File: src/rtl/core/efc_pkg.sv
// Shared types and constants for the Ethernet frame classifier.
// No dependencies; used by every file in rtl/core.
package efc_pkg;

   localparam int QUEUE_DEPTH = 2;

   localparam logic [15:0] TYPE_IPV4   = 16'h0800;
   localparam logic [15:0] TYPE_ARP    = 16'h0806;
   localparam logic [7:0]  PROTO_UDP   = 8'd17;
   localparam logic [15:0] PORT_SERVER = 16'd67;

   localparam logic [6:0]  POS_MAX      = 7'd127;
   localparam logic [6:0]  POS_TYPE_HI  = 7'd12;
   localparam logic [6:0]  POS_TYPE_LO  = 7'd13;
   localparam logic [6:0]  POS_IHL      = 7'd14;
   localparam logic [6:0]  POS_FRAG_HI  = 7'd20;
   localparam logic [6:0]  POS_FRAG_LO  = 7'd21;
   localparam logic [6:0]  POS_PROTO    = 7'd23;
   localparam logic [6:0]  POS_UDP_BASE = 7'd16;

   localparam logic [0:0]  CSR_DHCP_DISABLED   = 1'b0;
   localparam logic [0:0]  CSR_IP_PAYLOAD_MODE = 1'b1;

   typedef enum logic [1:0] {
      ACT_FORWARD = 2'd0,
      ACT_DHCP    = 2'd1,
      ACT_ARP     = 2'd2,
      ACT_DISCARD = 2'd3
   } efc_action_type;

   typedef struct packed {
      logic [15:0] ether_type;
      logic [7:0]  ip_protocol;
      logic        frag_zero;
      logic [15:0] dest_port;
   } efc_hdr_type;

   typedef struct packed {
      logic not_full;
      logic not_empty;
   } efc_qstat_type;

   typedef struct packed {
      logic dhcp_disabled;
      logic ip_payload_mode;
   } efc_cfg_type;

endpackage

File: src/rtl/core/efc_if.sv
// Request and response channel interfaces of the frame classifier.
// Depends on efc_pkg for the action type.
interface efc_req_if;
   logic       valid;
   logic       ready;
   logic [7:0] frame_byte;
   logic       frame_end;

   modport source (output valid, output frame_byte, output frame_end, input ready);
   modport sink (input valid, input frame_byte, input frame_end, output ready);
endinterface

interface efc_rsp_if;
   logic                    valid;
   logic                    ready;
   efc_pkg::efc_action_type action;
   logic [15:0]             ether_type;
   logic [7:0]              ip_protocol;
   logic [15:0]             dest_port;

   modport source (output valid, output action, output ether_type, output ip_protocol,
                   output dest_port, input ready);
   modport sink (input valid, input action, input ether_type, input ip_protocol,
                 input dest_port, output ready);
endinterface

File: src/rtl/core/ethernet_frame_classifier_unit.sv
// Top level of the Ethernet frame classifier: config registers and wiring.
// Depends on efc_pkg, efc_if, efc_front, efc_queue and efc_back.
//
//   channel   | dir | carries                                  | accepted when
//   req_chan  | in  | frame_byte, frame_end                    | valid && ready
//   rsp_chan  | out | action, ether_type, ip_protocol, dest_port | valid && ready
//   csr_*     | in  | index 0 dhcp_disabled, 1 ip_payload_mode | csr_wr_en
//
// One byte per cycle while the queue is not full; a verdict is queued, then registered.
// The per-byte path is the position counter and field captures in the front end.
// Reset is synchronous and clears the counters, the queue and the config.
// A stalled response holds in the back end; request ready falls only once
// the queue holds QueueDepth verdicts.
module ethernet_frame_classifier_unit #(
   parameter int QueueDepth = efc_pkg::QUEUE_DEPTH
) (
   input  logic       clock,
   input  logic       reset,
   efc_req_if.sink    req_chan,
   efc_rsp_if.source  rsp_chan,
   input  logic       csr_wr_en,
   input  logic [0:0] csr_index,
   input  logic       csr_wr_data
);

   efc_pkg::efc_cfg_type   cfg_ff;
   efc_pkg::efc_hdr_type   push_hdr;
   efc_pkg::efc_hdr_type   head_hdr;
   efc_pkg::efc_qstat_type stat;
   logic                   accept;
   logic                   push;
   logic                   pop;

   always_ff @(posedge clock) begin
      if (reset) begin
         cfg_ff <= '0;
      end else if (csr_wr_en) begin
         unique case (csr_index)
            efc_pkg::CSR_DHCP_DISABLED:   cfg_ff.dhcp_disabled   <= csr_wr_data;
            efc_pkg::CSR_IP_PAYLOAD_MODE: cfg_ff.ip_payload_mode <= csr_wr_data;
            default: ;
         endcase
      end
   end

   assign req_chan.ready = stat.not_full;
   assign accept         = req_chan.valid && stat.not_full;

   efc_front u_front (
      .clock      (clock),
      .reset      (reset),
      .accept     (accept),
      .frame_byte (req_chan.frame_byte),
      .frame_end  (req_chan.frame_end),
      .push       (push),
      .push_hdr   (push_hdr)
   );

   efc_queue #(
      .Depth (QueueDepth)
   ) u_queue (
      .clock    (clock),
      .reset    (reset),
      .push     (push),
      .push_hdr (push_hdr),
      .pop      (pop),
      .head_hdr (head_hdr),
      .stat     (stat)
   );

   efc_back u_back (
      .clock    (clock),
      .reset    (reset),
      .cfg      (cfg_ff),
      .head_hdr (head_hdr),
      .stat     (stat),
      .pop      (pop),
      .rsp      (rsp_chan)
   );

endmodule

File: src/rtl/core/efc_front.sv
// Front end: counts frame bytes and captures the header fields.
// Depends on efc_pkg; pushes one header record per frame into efc_queue.
module efc_front (
   input  logic                 clock,
   input  logic                 reset,
   input  logic                 accept,
   input  logic [7:0]           frame_byte,
   input  logic                 frame_end,
   output logic                 push,
   output efc_pkg::efc_hdr_type push_hdr
);

   logic [6:0]  pos_ff,   pos_in;
   logic [15:0] type_ff,  type_in;
   logic [3:0]  hwords_ff, hwords_in;
   logic [7:0]  proto_ff, proto_in;
   logic [12:0] frag_ff,  frag_in;
   logic [15:0] port_ff,  port_in;
   logic [6:0]  port_at;

   assign port_at = efc_pkg::POS_UDP_BASE + {1'b0, hwords_ff, 2'b00};

   always_comb begin
      type_in   = type_ff;
      hwords_in = hwords_ff;
      proto_in  = proto_ff;
      frag_in   = frag_ff;
      port_in   = port_ff;
      if (pos_ff == efc_pkg::POS_TYPE_HI) begin
         type_in[15:8] = frame_byte;
      end else if (pos_ff == efc_pkg::POS_TYPE_LO) begin
         type_in[7:0] = frame_byte;
      end else if (pos_ff == efc_pkg::POS_IHL) begin
         hwords_in = frame_byte[3:0];
      end else if (pos_ff == efc_pkg::POS_FRAG_HI) begin
         frag_in[12:8] = frame_byte[4:0];
      end else if (pos_ff == efc_pkg::POS_FRAG_LO) begin
         frag_in[7:0] = frame_byte;
      end else if (pos_ff == efc_pkg::POS_PROTO) begin
         proto_in = frame_byte;
      end
      if (pos_ff == port_at) begin
         port_in[15:8] = frame_byte;
      end else if (pos_ff == port_at + 7'd1) begin
         port_in[7:0] = frame_byte;
      end
      pos_in = (pos_ff == efc_pkg::POS_MAX) ? pos_ff : pos_ff + 7'd1;
   end

   assign push                 = accept && frame_end;
   assign push_hdr.ether_type  = type_in;
   assign push_hdr.ip_protocol = proto_in;
   assign push_hdr.frag_zero   = (frag_in == 13'd0);
   assign push_hdr.dest_port   = port_in;

   always_ff @(posedge clock) begin
      if (reset || push) begin
         pos_ff    <= '0;
         type_ff   <= '0;
         hwords_ff <= '0;
         proto_ff  <= '0;
         frag_ff   <= '0;
         port_ff   <= '0;
      end else if (accept) begin
         pos_ff    <= pos_in;
         type_ff   <= type_in;
         hwords_ff <= hwords_in;
         proto_ff  <= proto_in;
         frag_ff   <= frag_in;
         port_ff   <= port_in;
      end
   end

endmodule

File: src/rtl/core/efc_queue.sv
// Short queue of captured header records between front and back end.
// Depends on efc_pkg for the record and status types.
module efc_queue #(
   parameter int Depth = efc_pkg::QUEUE_DEPTH
) (
   input  logic                  clock,
   input  logic                  reset,
   input  logic                  push,
   input  efc_pkg::efc_hdr_type  push_hdr,
   input  logic                  pop,
   output efc_pkg::efc_hdr_type  head_hdr,
   output efc_pkg::efc_qstat_type stat
);

   localparam int PtrW = (Depth > 1) ? $clog2(Depth) : 1;
   localparam int CntW = $clog2(Depth + 1);

   efc_pkg::efc_hdr_type mem_ff [Depth];
   logic [PtrW-1:0] wr_ptr_ff, wr_ptr_in;
   logic [PtrW-1:0] rd_ptr_ff, rd_ptr_in;
   logic [CntW-1:0] count_ff,  count_in;

   assign stat.not_full  = (count_ff != CntW'(Depth));
   assign stat.not_empty = (count_ff != '0);
   assign head_hdr       = mem_ff[rd_ptr_ff];

   always_comb begin
      wr_ptr_in = wr_ptr_ff;
      rd_ptr_in = rd_ptr_ff;
      count_in  = count_ff;
      if (push) begin
         wr_ptr_in = (wr_ptr_ff == PtrW'(Depth - 1)) ? '0 : wr_ptr_ff + 1'b1;
      end
      if (pop) begin
         rd_ptr_in = (rd_ptr_ff == PtrW'(Depth - 1)) ? '0 : rd_ptr_ff + 1'b1;
      end
      if (push && !pop) begin
         count_in = count_ff + 1'b1;
      end else if (pop && !push) begin
         count_in = count_ff - 1'b1;
      end
   end

   always_ff @(posedge clock) begin
      if (push) begin
         mem_ff[wr_ptr_ff] <= push_hdr;
      end
   end

   always_ff @(posedge clock) begin
      if (reset) begin
         wr_ptr_ff <= '0;
         rd_ptr_ff <= '0;
         count_ff  <= '0;
      end else begin
         wr_ptr_ff <= wr_ptr_in;
         rd_ptr_ff <= rd_ptr_in;
         count_ff  <= count_in;
      end
   end

`ifndef SYNTH
   a_no_overflow: assert property (@(posedge clock) disable iff (reset)
      push |-> stat.not_full)
      else $error("efc_queue: push into full queue");
   a_no_underflow: assert property (@(posedge clock) disable iff (reset)
      pop |-> stat.not_empty)
      else $error("efc_queue: pop from empty queue");
   a_count_up: assert property (@(posedge clock) disable iff (reset)
      (push && !pop) |=> count_ff == CntW'($past(count_ff) + 1'b1))
      else $error("efc_queue: count did not advance on push");
`endif

endmodule

File: src/rtl/core/efc_back.sv
// Back end: takes header records, forms the verdict, holds the response.
// Depends on efc_pkg; reads records from efc_queue.
module efc_back (
   input  logic                   clock,
   input  logic                   reset,
   input  efc_pkg::efc_cfg_type   cfg,
   input  efc_pkg::efc_hdr_type   head_hdr,
   input  efc_pkg::efc_qstat_type stat,
   output logic                   pop,
   efc_rsp_if.source              rsp
);

   logic                    valid_ff;
   efc_pkg::efc_action_type action_ff, action_in;
   efc_pkg::efc_hdr_type    hdr_ff;
   logic                    is_ipv4;

   assign is_ipv4 = (head_hdr.ether_type == efc_pkg::TYPE_IPV4);
   assign pop     = stat.not_empty && (!valid_ff || rsp.ready);

   always_comb begin
      priority if (!cfg.dhcp_disabled && is_ipv4
                   && head_hdr.ip_protocol == efc_pkg::PROTO_UDP
                   && head_hdr.frag_zero
                   && head_hdr.dest_port == efc_pkg::PORT_SERVER) begin
         action_in = efc_pkg::ACT_DHCP;
      end else if (cfg.ip_payload_mode && head_hdr.ether_type == efc_pkg::TYPE_ARP) begin
         action_in = efc_pkg::ACT_ARP;
      end else if (cfg.ip_payload_mode && !is_ipv4) begin
         action_in = efc_pkg::ACT_DISCARD;
      end else begin
         action_in = efc_pkg::ACT_FORWARD;
      end
   end

   always_ff @(posedge clock) begin
      if (reset) begin
         valid_ff <= 1'b0;
      end else if (pop) begin
         valid_ff <= 1'b1;
      end else if (rsp.ready) begin
         valid_ff <= 1'b0;
      end
   end

   always_ff @(posedge clock) begin
      if (pop) begin
         action_ff <= action_in;
         hdr_ff    <= head_hdr;
      end
   end

   assign rsp.valid       = valid_ff;
   assign rsp.action      = action_ff;
   assign rsp.ether_type  = hdr_ff.ether_type;
   assign rsp.ip_protocol = hdr_ff.ip_protocol;
   assign rsp.dest_port   = hdr_ff.dest_port;

endmodule

File: src/flat_wrapper.sv
// flat-port wrapper written by rule: the top's interface ports become plain ports
module ethernet_frame_classifier_unit_flat 
#(
   parameter int QueueDepth = efc_pkg::QUEUE_DEPTH
)
  (clock, reset, csr_wr_en, csr_index, csr_wr_data, req_chan_valid, req_chan_frame_byte, req_chan_frame_end, req_chan_ready, rsp_chan_valid, rsp_chan_action, rsp_chan_ether_type, rsp_chan_ip_protocol, rsp_chan_dest_port, rsp_chan_ready);
  efc_req_if req_chan_i ();
  efc_rsp_if rsp_chan_i ();
  input  logic clock;
  input  logic reset;
  input  logic csr_wr_en;
  input  logic [0:0] csr_index;
  input  logic csr_wr_data;
  input wire logic [$bits(req_chan_i.valid)-1:0] req_chan_valid;
  input wire logic [$bits(req_chan_i.frame_byte)-1:0] req_chan_frame_byte;
  input wire logic [$bits(req_chan_i.frame_end)-1:0] req_chan_frame_end;
  output wire logic [$bits(req_chan_i.ready)-1:0] req_chan_ready;
  output wire logic [$bits(rsp_chan_i.valid)-1:0] rsp_chan_valid;
  output wire logic [$bits(rsp_chan_i.action)-1:0] rsp_chan_action;
  output wire logic [$bits(rsp_chan_i.ether_type)-1:0] rsp_chan_ether_type;
  output wire logic [$bits(rsp_chan_i.ip_protocol)-1:0] rsp_chan_ip_protocol;
  output wire logic [$bits(rsp_chan_i.dest_port)-1:0] rsp_chan_dest_port;
  input wire logic [$bits(rsp_chan_i.ready)-1:0] rsp_chan_ready;
  assign req_chan_i.valid = req_chan_valid;
  assign req_chan_i.frame_byte = req_chan_frame_byte;
  assign req_chan_i.frame_end = req_chan_frame_end;
  assign req_chan_ready = req_chan_i.ready;
  assign rsp_chan_valid = rsp_chan_i.valid;
  assign rsp_chan_action = rsp_chan_i.action;
  assign rsp_chan_ether_type = rsp_chan_i.ether_type;
  assign rsp_chan_ip_protocol = rsp_chan_i.ip_protocol;
  assign rsp_chan_dest_port = rsp_chan_i.dest_port;
  assign rsp_chan_i.ready = rsp_chan_ready;
  ethernet_frame_classifier_unit #(.QueueDepth(QueueDepth)) u_core (.clock(clock), .reset(reset), .req_chan(req_chan_i), .rsp_chan(rsp_chan_i), .csr_wr_en(csr_wr_en), .csr_index(csr_index), .csr_wr_data(csr_wr_data));
endmodule
File: config.mk
export PLATFORM = sky130hd
export DESIGN_NAME = ethernet_frame_classifier_unit_flat
export DESIGN_NICKNAME = d
export VERILOG_FILES = /design/src/rtl/core/efc_pkg.sv /design/src/rtl/core/efc_if.sv /design/src/rtl/core/ethernet_frame_classifier_unit.sv /design/src/rtl/core/efc_front.sv /design/src/rtl/core/efc_queue.sv /design/src/rtl/core/efc_back.sv /design/src/flat_wrapper.sv
export SDC_FILE = /design/constraint.sdc
export NUM_CORES = 1
export LEC_CHECK = 0
export BUFFER_PORTS_ARGS = -buffer_cell sky130_fd_sc_hd__buf_4
export CORE_MARGIN = 2
export CORE_UTILIZATION = 30
export CTS_CLUSTER_DIAMETER = 80
export DETAILED_ROUTE_END_ITERATION = 8
export PLACE_DENSITY = 0.5
export SLEW_MARGIN = 10
export SYNTH_ARGS = -nofsm -noshare
export SYNTH_HDL_FRONTEND = slang
export SYNTH_SLANG_ARGS = --single-unit
File: constraint.sdc
create_clock -name clock -period 3.25 [get_ports clock]
set_input_delay 0.325 -clock clock [delete_from_list [all_inputs] [get_ports clock]]
set_output_delay 0.325 -clock clock [all_outputs]
set_load 0.05 [all_outputs]
Word level (Yosys, flattened, before mapping)

Memory sizes are Yosys's and may differ from the RTL's. A register that Yosys moved wholly into a read port is not among the register bits.
Index checks and enable logic that the tools add are counted.

Bits in latches: 0
Bits in read-only memories: 0
Memories: 1
Output and inout bits: 44
Memory bits (writable): 82
Logic and storage cells: 98
Register bits after elaboration: 113
Bits of input ports: 16

$lt $le $gt $ge: 0
Multipliers: 0
Add/subtract/negate cells: 7
Eq/ne operators: 14
Bitwise logic cells: 4
Shift-type cells: 0
Multiplexer cells: 30
Reductions and logical operators: 26
Div/mod/pow operators: 0

Memory list:

| memory                | depth | bits a word | read ports | clocked after Yosys merged registers in | write ports | RTL line        | source |
|---|---|---|---|---|---|---|---|
| u_core.u_queue.mem_ff | 2     | 41          | 1          | 1                                       | 1           | efc_queue.sv:18 | `efc_pkg::efc_hdr_type mem_ff [Depth];` |

Operators by type and width:

| operator               | number |
|---|---|
| $mux W8                | 14 |
| $mux W13               | 3 |
| $eq A16 B12 Y1 const B | 2 |
| $eq A7 B4 Y1 const B   | 3 |
| $eq A7 B5 Y1 const B   | 3 |
| $eq A16 B7 Y1 const B  | 1 |
| $add A7 B1 Y7 const B  | 2 |
| $eq A7 B7 Y1           | 2 |
| $logic_not A13 Y1      | 1 |
| $logic_and A1 B1 Y1    | 11 |
| $eq A8 B5 Y1 const B   | 1 |
| $mux W1                | 8 |
| $mux W2                | 4 |
| $add A5 B6 Y7 const A  | 1 |
| $eq A7 B7 Y1 const B   | 1 |
| $reduce_and A2 Y1      | 3 |
| $reduce_bool A2 Y1     | 3 |
| $logic_not A1 Y1       | 5 |
| $mux W5                | 1 |
| $not A1 Y1             | 4 |
| $reduce_and A4 Y1      | 1 |
| $add A1 B1 Y1 const B  | 2 |
| $add A2 B1 Y2 const B  | 1 |
| $logic_or A1 B1 Y1     | 2 |
| 2 further kinds        | 2 |

Longest topological paths before layout

Gate-level depths: netlist of run 1.

Word-level depth: 7
Gate-level depth with buffers: 8

By module

From an unflattened synthesis of run 1, not the netlist that was laid out.

Cell total of the unflattened synthesis: 562
Area total of the unflattened synthesis: 7,991.4 um^2

Modules (own cells, without submodules):

| module                         | times used | cells each | area an instance (um^2) | sequential area each (um^2) |
|---|---|---|---|---|
| efc_front                      | 1          | 335        | 3,269.4                 | 1,281.2 |
| efc_queue                      | 1          | 150        | 3,166.8                 | 2,562.5 |
| efc_back                       | 1          | 67         | 1,453.9                 | 1,281.2 |
| ethernet_frame_classifier_unit | 1          | 10         | 101.3                   | 40.0 |

Worst setup path after synthesis of run 1

No wires, ideal clock.

Kind: register -> register
From: reg u_core.u_queue.count_ff[0]
To: mem u_core.u_queue.mem_ff[0][0] (netlist name), enable pin
Data arrival time: 2.757 ns
Period minus slack after synthesis: 3.197 ns
Path buffers: 1
Path slack: 0.053 ns
Stages on the path, launching flop included: 5
Path through: dfxtp_1 -> nand2b_1 -> buf_2 -> nand3_1 -> nor2_1

Cells in the longest elaborated chain, start to end: 5

Ends and longest elaborated chain:

| what                          | RTL line                             | source |
|---|---|---|
| start, declared               | efc_queue.sv:21                      | `logic [CntW-1:0] count_ff, count_in;` |
| start signal, assigned        | efc_queue.sv:58                      | `count_ff <= count_in;` |
| $ne A2 B2 Y1                  | efc_queue.sv:23                      | `assign stat.not_full = (count_ff != CntW'(Depth));` |
| net req_chan_ready            | flat_wrapper.sv:17                   | `output wire logic [$bits(req_chan_i.ready)-1:0] req_chan_ready;` |
| $logic_and A1 B1 Y1           | ethernet_frame_classifier_unit.sv:47 | `assign accept = req_chan.valid && stat.not_full;` |
| $logic_and A1 B1 Y1           | efc_front.sv:50                      | `assign push = accept && frame_end;` |
| $mux W1                       | efc_queue.sv:45                      | `if (push) begin` |
| $mux W1 (not written as such) | efc_queue.sv:46                      | `mem_ff[wr_ptr_ff] <= push_hdr;` |
| end, declared                 | efc_queue.sv:18                      |  |

The timed path passes the listed nets, and every way through them passes these cells.

==> results of run 1 <==
==> final cells by class <==
type,count,share of cell area (%)
clock buffer,17,4.49
sequential,196,54.5
timing repair buffer,67,5.31
clock inverter,15,1.51
inverter,7,0.277
multi-input combinational,355,29.4
tap,341,4.50
==> worst max-delay path, stage by stage (launching register included) <==
cell	delay, ns
dfxtp_1	0.42
inv_1	0.10
ha_1	0.28
nor2b_1	0.29
nor3b_2	0.71
mux2_2	0.44
o211a_1	0.23
==> sequential cells by signal, summed over array words and instances, names as in the netlist, 8 cells and up, named ones only <==
register / count
u_core.u_front.frag_ff: 13
u_core.u_front.type_ff: 16
u_core.u_back.rsp.ether_type: 16
u_core.u_queue.mem_ff: 82
u_core.u_front.proto_ff: 8
u_core.u_back.rsp.ip_protocol: 8
u_core.u_back.rsp.dest_port: 16
u_core.u_front.port_ff: 16
==> report_power, final <==
group          switching, mW  total, mW  internal [mW]
clock network          0.947       2.02           1.08
registers              0.172       3.35           3.18
logic                   1.47       2.13          0.663
total                   2.59       7.50           4.91
==> final timing paths <==
check	slack [ns]	to	start
worst max-delay path	0.67	u_core.u_front.type_ff[0]	u_core.u_front.pos_ff[0]
worst min-delay path	0.15	u_core.cfg_ff[1]	csr_wr_data
worst max register to register	0.67	u_core.u_front.type_ff[0]	u_core.u_front.pos_ff[0]
worst min register to register	0.46	u_core.u_front.port_ff[7]	u_core.u_front.port_ff[7]
==> layer usage <==
layer	wire length (um)	global-route usage, %	vias to the layer above
li1	-	-	2322
met1	7960	16.1	2435
met2	9050	23.2	105
met3	741	2.77	14
met4	204	4.27	0
met5	0	0	-
==> logic make-up (layout without fill, tap and decap cells) <==
family / after synthesis / count (layout) / synth area share (%)
flip-flops: 196 / 196 / 63.9
AND/OR/NAND/NOR: 157 / 157 / 11.2
multiplexers: 97 / 97 / 13.6
AO/OA/AOI/OAI: 84 / 84 / 7.15
buffers and inverters: 40 / 106 / 2.04
XOR/XNOR: 11 / 11 / 1.19
adder cells (fa/ha/maj): 6 / 6 / 0.928
==> cell usage in the layout, fill, tap and decap left out, drive strengths merged, types with 7 or more instances in the layout <==
cell type	n
inv	13
clkbuf	17
dfxtp	72
nor4	7
nand4	7
mux2i	17
nor2	22
mux2	80
xor2	7
buf	67
a21oi	29
nand3	24
o21ai	20
o211a	24
edfxtp	124
nand2b	28
nand2	32
==> results_dict.tcl, run 1 <==
set metrics [dict create \
    dp.cells 966 \
    overflow 0 \
    rsz0062_at_grt "false" \
    yosys.area.top_type "edfxtp_1" \
    power_mw 7.50 \
    cp.required_ns 3.56 \
    die_x_um 168 \
    cts_sinks 196 \
    nets 666 \
    clk_root_buffer_cell "clkbuf_16" \
    syn_area_um2 8090 \
    slew_headroom_pct 36.5 \
    wl_per_cell_um 18.0 \
    drt-initial-drc-count 291 \
    path_clk_slew_ns 0.07 \
    vias 4876 \
    grt_pass1_vias 5058 \
    hold_path.class "input port to flip-flop" \
    rr_worst_depth 6 \
    whs_path_depth 3 \
    layout_min_cycle_time_ns 2.58 \
    chipHeight_um 168 \
    dp_hpwl_mm 11.6 \
    via_per_inst 4.89 \
    boundaryPins 60 \
    fin_cells 998 \
    synth.top_cells.by_count "edfxtp_1 (124), dfxtp_1 (72), mux2_2 (72)" \
    clock_path_buffers 2 \
    post-route-period-util_pct 79.3 \
    synth_edf_count 124 \
    setup_ws_ns 0.672 \
    peakVddDrop_mv 0.342 \
    n_antenna_cell 0 \
    pre_cts_ws_ns 0.662 \
    first_pass_iters 4 \
    max_freq_ghz 0.388 \
    grt_pass1_wl_mm 28.4 \
    cts_setup_buffers 0 \
    max_cap_violations 0 \
    coreArea_um2 26700 \
    drive_above_1_share_pct 29.1 \
    end_kind "flip-flop" \
    hold_ws_ns 0.151 \
    dpl_cell_area_um2 8900 \
    htreeDepth 4 \
    numCtsBuffers 17 \
    finalHoldViolCount 0 \
    worst_slew_pin_slew_ns 0.953 \
    start_util_pct 30.3 \
    hold_buffers 0 \
    fillers 2607 \
    numPortBuffers 59 \
    row_count 60 \
    fin_setup_tns_ns 0 \
    synthDistinctLibCells 50 \
    crit_fanout 8 \
    syn_to_final_growth_pct 17.1 \
    final_max_slew_viol_count 0 \
    synth_nets 613 \
    crit_type "flip-flop to flip-flop" \
    ys_top_cells_by_area "edfxtp_1 (46%), dfxtp_1 (18%), mux2_2 (10%)" \
    antenna_found_initial 0 \
    clock-skew-final_ns 0.0127 \
    status "finished clean" \
    grt_usage_pct 13.1 \
    finalWeightedCongestion 0.728 \
    ant_nets 0 \
    cts_resized 0 \
    totalWireLength_mm 18.0 \
    yosys.area.top_type_share_pct 46.0 \
    setup_viol 0 \
    drc_errors 0 \
    die_area_um2 28300 \
    critPathArrivalTime_ns 2.89 \
    utilization_pct 35.4 \
    design_area_um2 9470 \
    yosys_warnings 0 \
    multi_input_area_um2 2780 \
    clock_latency_ns 0.43 \
    synthFlopType "edfxtp_1" \
    netlist_instances 591 \
    power_density_nw_per_um2 792 \
    ys_ff_latch 196 \
    ff_latch_area_um2 5170 \
    cts_tree "yes" \
    async_reset_ff_share_pct 0 \
    yosysMostFrequentCell "edfxtp_1" \
    grt_max_degree 62 \
    avgSynthCellArea_um2 13.7 \
    power.leakage_nw 3.61 \
    worstSetupStartpointType "flip-flop" \
    synth_seq_area_share_pct 63.9 \
]
Note: power is estimated with default switching activity, not from simulation.
==> run 2, diff against run 1 <==
- ABC_AREA: not set -> 1
- PLACE_DENSITY: 0.5 -> 0.49
- clock period: 3.25 -> 2.6 ns (I/O delays scaled with it)
==> results_dict.tcl, run 2 <==
set metrics [dict create \
    status "finished clean" \
    synth_nets 946 \
    ys_top_cells_by_area "edfxtp_1 (44%), dfxtp_1 (17%), nand2_1 (10%)" \
    clock-skew-final_ns 0.00927 \
    synth_edf_count 124 \
    cts_tree "yes" \
    final_max_slew_viol_count 0 \
    rr_endpoint "u_core.u_queue.mem_ff[1][16]" \
    avgSynthCellArea_um2 9.18 \
    worst_slew_pin_slew_ns 0.670 \
    fin_cells 1373 \
    via_per_inst 4.30 \
    layout_common_cells "nand2_1 (237), edfxtp_1 (124), inv_1 (117), nor2_1 (100), dfxtp_1 (72)" \
    synthDistinctLibCells 37 \
    yosys.area.top_type "edfxtp_1" \
    setup_ws_ns 0.344 \
    yosysMostFrequentCell "nand2_1" \
    hold-path-endpoint "u_core.cfg_ff[1]" \
    post-route-period-util_pct 86.8 \
    crit_chain "inv_1, ha_1, nand3_1, nor2_1, o21ai_0, nand2_1, o21ai_0, nor2_1, nand2_1, nor2_1" \
    htreeDepth 4 \
    numPortBuffers 59 \
    nets 1004 \
    cpMostUsedCell "nor2_1" \
    numCtsBuffers 17 \
    power_density_nw_per_um2 1050 \
    critPathArrivalTime_ns 2.51 \
    end_kind "flip-flop" \
    whs_path_depth 4 \
    ant_nets 0 \
    grt_pass1_vias 5328 \
    cts_sinks 196 \
    path_clk_slew_ns 0.07 \
    hold_ws_ns 0.104 \
    finalWeightedCongestion 0.801 \
    yosys.area.top_type_share_pct 43.9 \
    slowest_stage "nor2_1" \
    largest_register_ffs 82 \
    totalWireLength_mm 18.7 \
    ff_latch_area_um2 5160 \
    grt_pass1_wl_mm 29.4 \
    multi_input_area_um2 2680 \
    grt_usage_pct 13.2 \
    boundaryPins 60 \
    start_util_pct 30.5 \
    clk_root_buffer_cell "clkbuf_16" \
    cp.required_ns 2.85 \
    worstHoldStart "csr_wr_en" \
    cts_resized 0 \
    crit_fanout 12 \
    async_reset_ff_share_pct 0 \
    syn_area_um2 8480 \
    wl_per_cell_um 13.6 \
    rsz0062_at_grt "false" \
    crit_type "flip-flop to flip-flop" \
    power_mw 10.5 \
    row_count 61 \
    overflow 0 \
    fillers 2821 \
    yosys_warnings 0 \
    clock_path_buffers 2 \
    path_delay_family "simple AND/OR/NAND/NOR gates" \
    hold_path.class "input port to flip-flop" \
    netlist_instances 924 \
    worstSetupStartpointType "flip-flop" \
    utilization_pct 36.0 \
    clock_latency_ns 0.43 \
    cp_num_buf_inv 1 \
    layout_min_cycle_time_ns 2.26 \
    dpl_cell_area_um2 9370 \
    layout_commonest_cell "nand2_1" \
    antenna_found_initial 0 \
    synthFlopType "edfxtp_1" \
    max_stage_delay_ns 0.54 \
    pre_cts_ws_ns 0.394 \
    synth.top_cells.by_count "nand2_1 (237), edfxtp_1 (124), inv_1 (117)" \
    setup_viol 0 \
    dp.cells 1340 \
    n_antenna_cell 0 \
    power.leakage_nw 4.35 \
    ys_ff_latch 196 \
    max_freq_ghz 0.443 \
    dp_hpwl_mm 12.6 \
    fin_setup_tns_ns 0 \
    r2r-start "u_core.u_front.pos_ff[1]" \
    largest_register "u_core.u_queue.mem_ff" \
    grt_max_degree 50 \
    die_x_um 172 \
    first_pass_iters 5 \
    chipHeight_um 172 \
    peakVddDrop_mv 0.498 \
    rr_worst_depth 10 \
    cp_num_cells 10 \
    drt-initial-drc-count 403 \
    drc_errors 0 \
    max_cap_violations 0 \
    rrSetupSlack_ns 0.34 \
    finalHoldViolCount 0 \
    design_area_um2 10000 \
    syn_to_final_growth_pct 17.9 \
    coreArea_um2 27800 \
    slew_headroom_pct 55.2 \
    die_area_um2 29600 \
    vias 5904 \
    drive_above_1_share_pct 15.2 \
    synth_seq_area_share_pct 60.9 \
]
==> run 2: kinds of logic after synthesis <==
group | after synthesis | synth area share (%)
buffers and inverters | 160 | 7.75
AOI/OAI and AO/OA | 139 | 8.90
and+or+nand+nor | 417 | 20.9
DFF | 196 | 60.9
adders and majority gates | 6 | 0.885
xor gates and xnor gates | 6 | 0.620
==> run 2: final cells by class <==
cell class,count,share of cell area (%)
clock buffers,19,4.64
clock inverters,13,1.58
inverters,127,4.77
multi-input cells,568,26.8
flip-flops and latches,196,51.6
well taps,378,4.73
repair buffers,72,5.81
==> run 2: worst max path at each step <==
stage                                               to  slack (ns)                        from
after floorplan            u_core.u_queue.mem_ff[0][0]       -0.03  u_core.u_queue.count_ff[0]
after global placement    u_core.u_queue.mem_ff[0][16]        0.49    u_core.u_front.pos_ff[1]
after detailed placement  u_core.u_queue.mem_ff[1][16]        0.39    u_core.u_front.pos_ff[1]
after CTS                 u_core.u_queue.mem_ff[1][16]        0.37    u_core.u_front.pos_ff[1]
after global routing      u_core.u_queue.mem_ff[1][16]         0.1    u_core.u_front.pos_ff[1]
final                     u_core.u_queue.mem_ff[1][16]        0.34    u_core.u_front.pos_ff[1]
==> run 2: timing repair <==
action	in CTS	in global routing
hold endpoints to repair	3	0
hold buffers	1	0
buffers inserted	0	0
==> run 2: worst reg2reg max path: stages (launching register included) <==
cell and delay, ns:
dfxtp_1 0.33, inv_1 0.12, ha_1 0.29, nand3_1 0.11
nor2_1 0.54, o21ai_0 0.16, nand2_1 0.08, o21ai_0 0.09
nor2_1 0.10, nand2_1 0.06, nor2_1 0.19
==> run 2: where the power goes <==
part           leakage [nW]  switching (mW)  internal, mW
registers              1.76           0.192          4.11
logic                  2.29            2.55         0.941
clock network         0.302            1.21          1.53
==> run 2: metal layers <==
metal  part of all wire (%)  track usage (%)
met1                     49             17.9
met2                     46             21.4
met3                    4.4             2.95
met4                   0.88             3.47
met5                      0                0
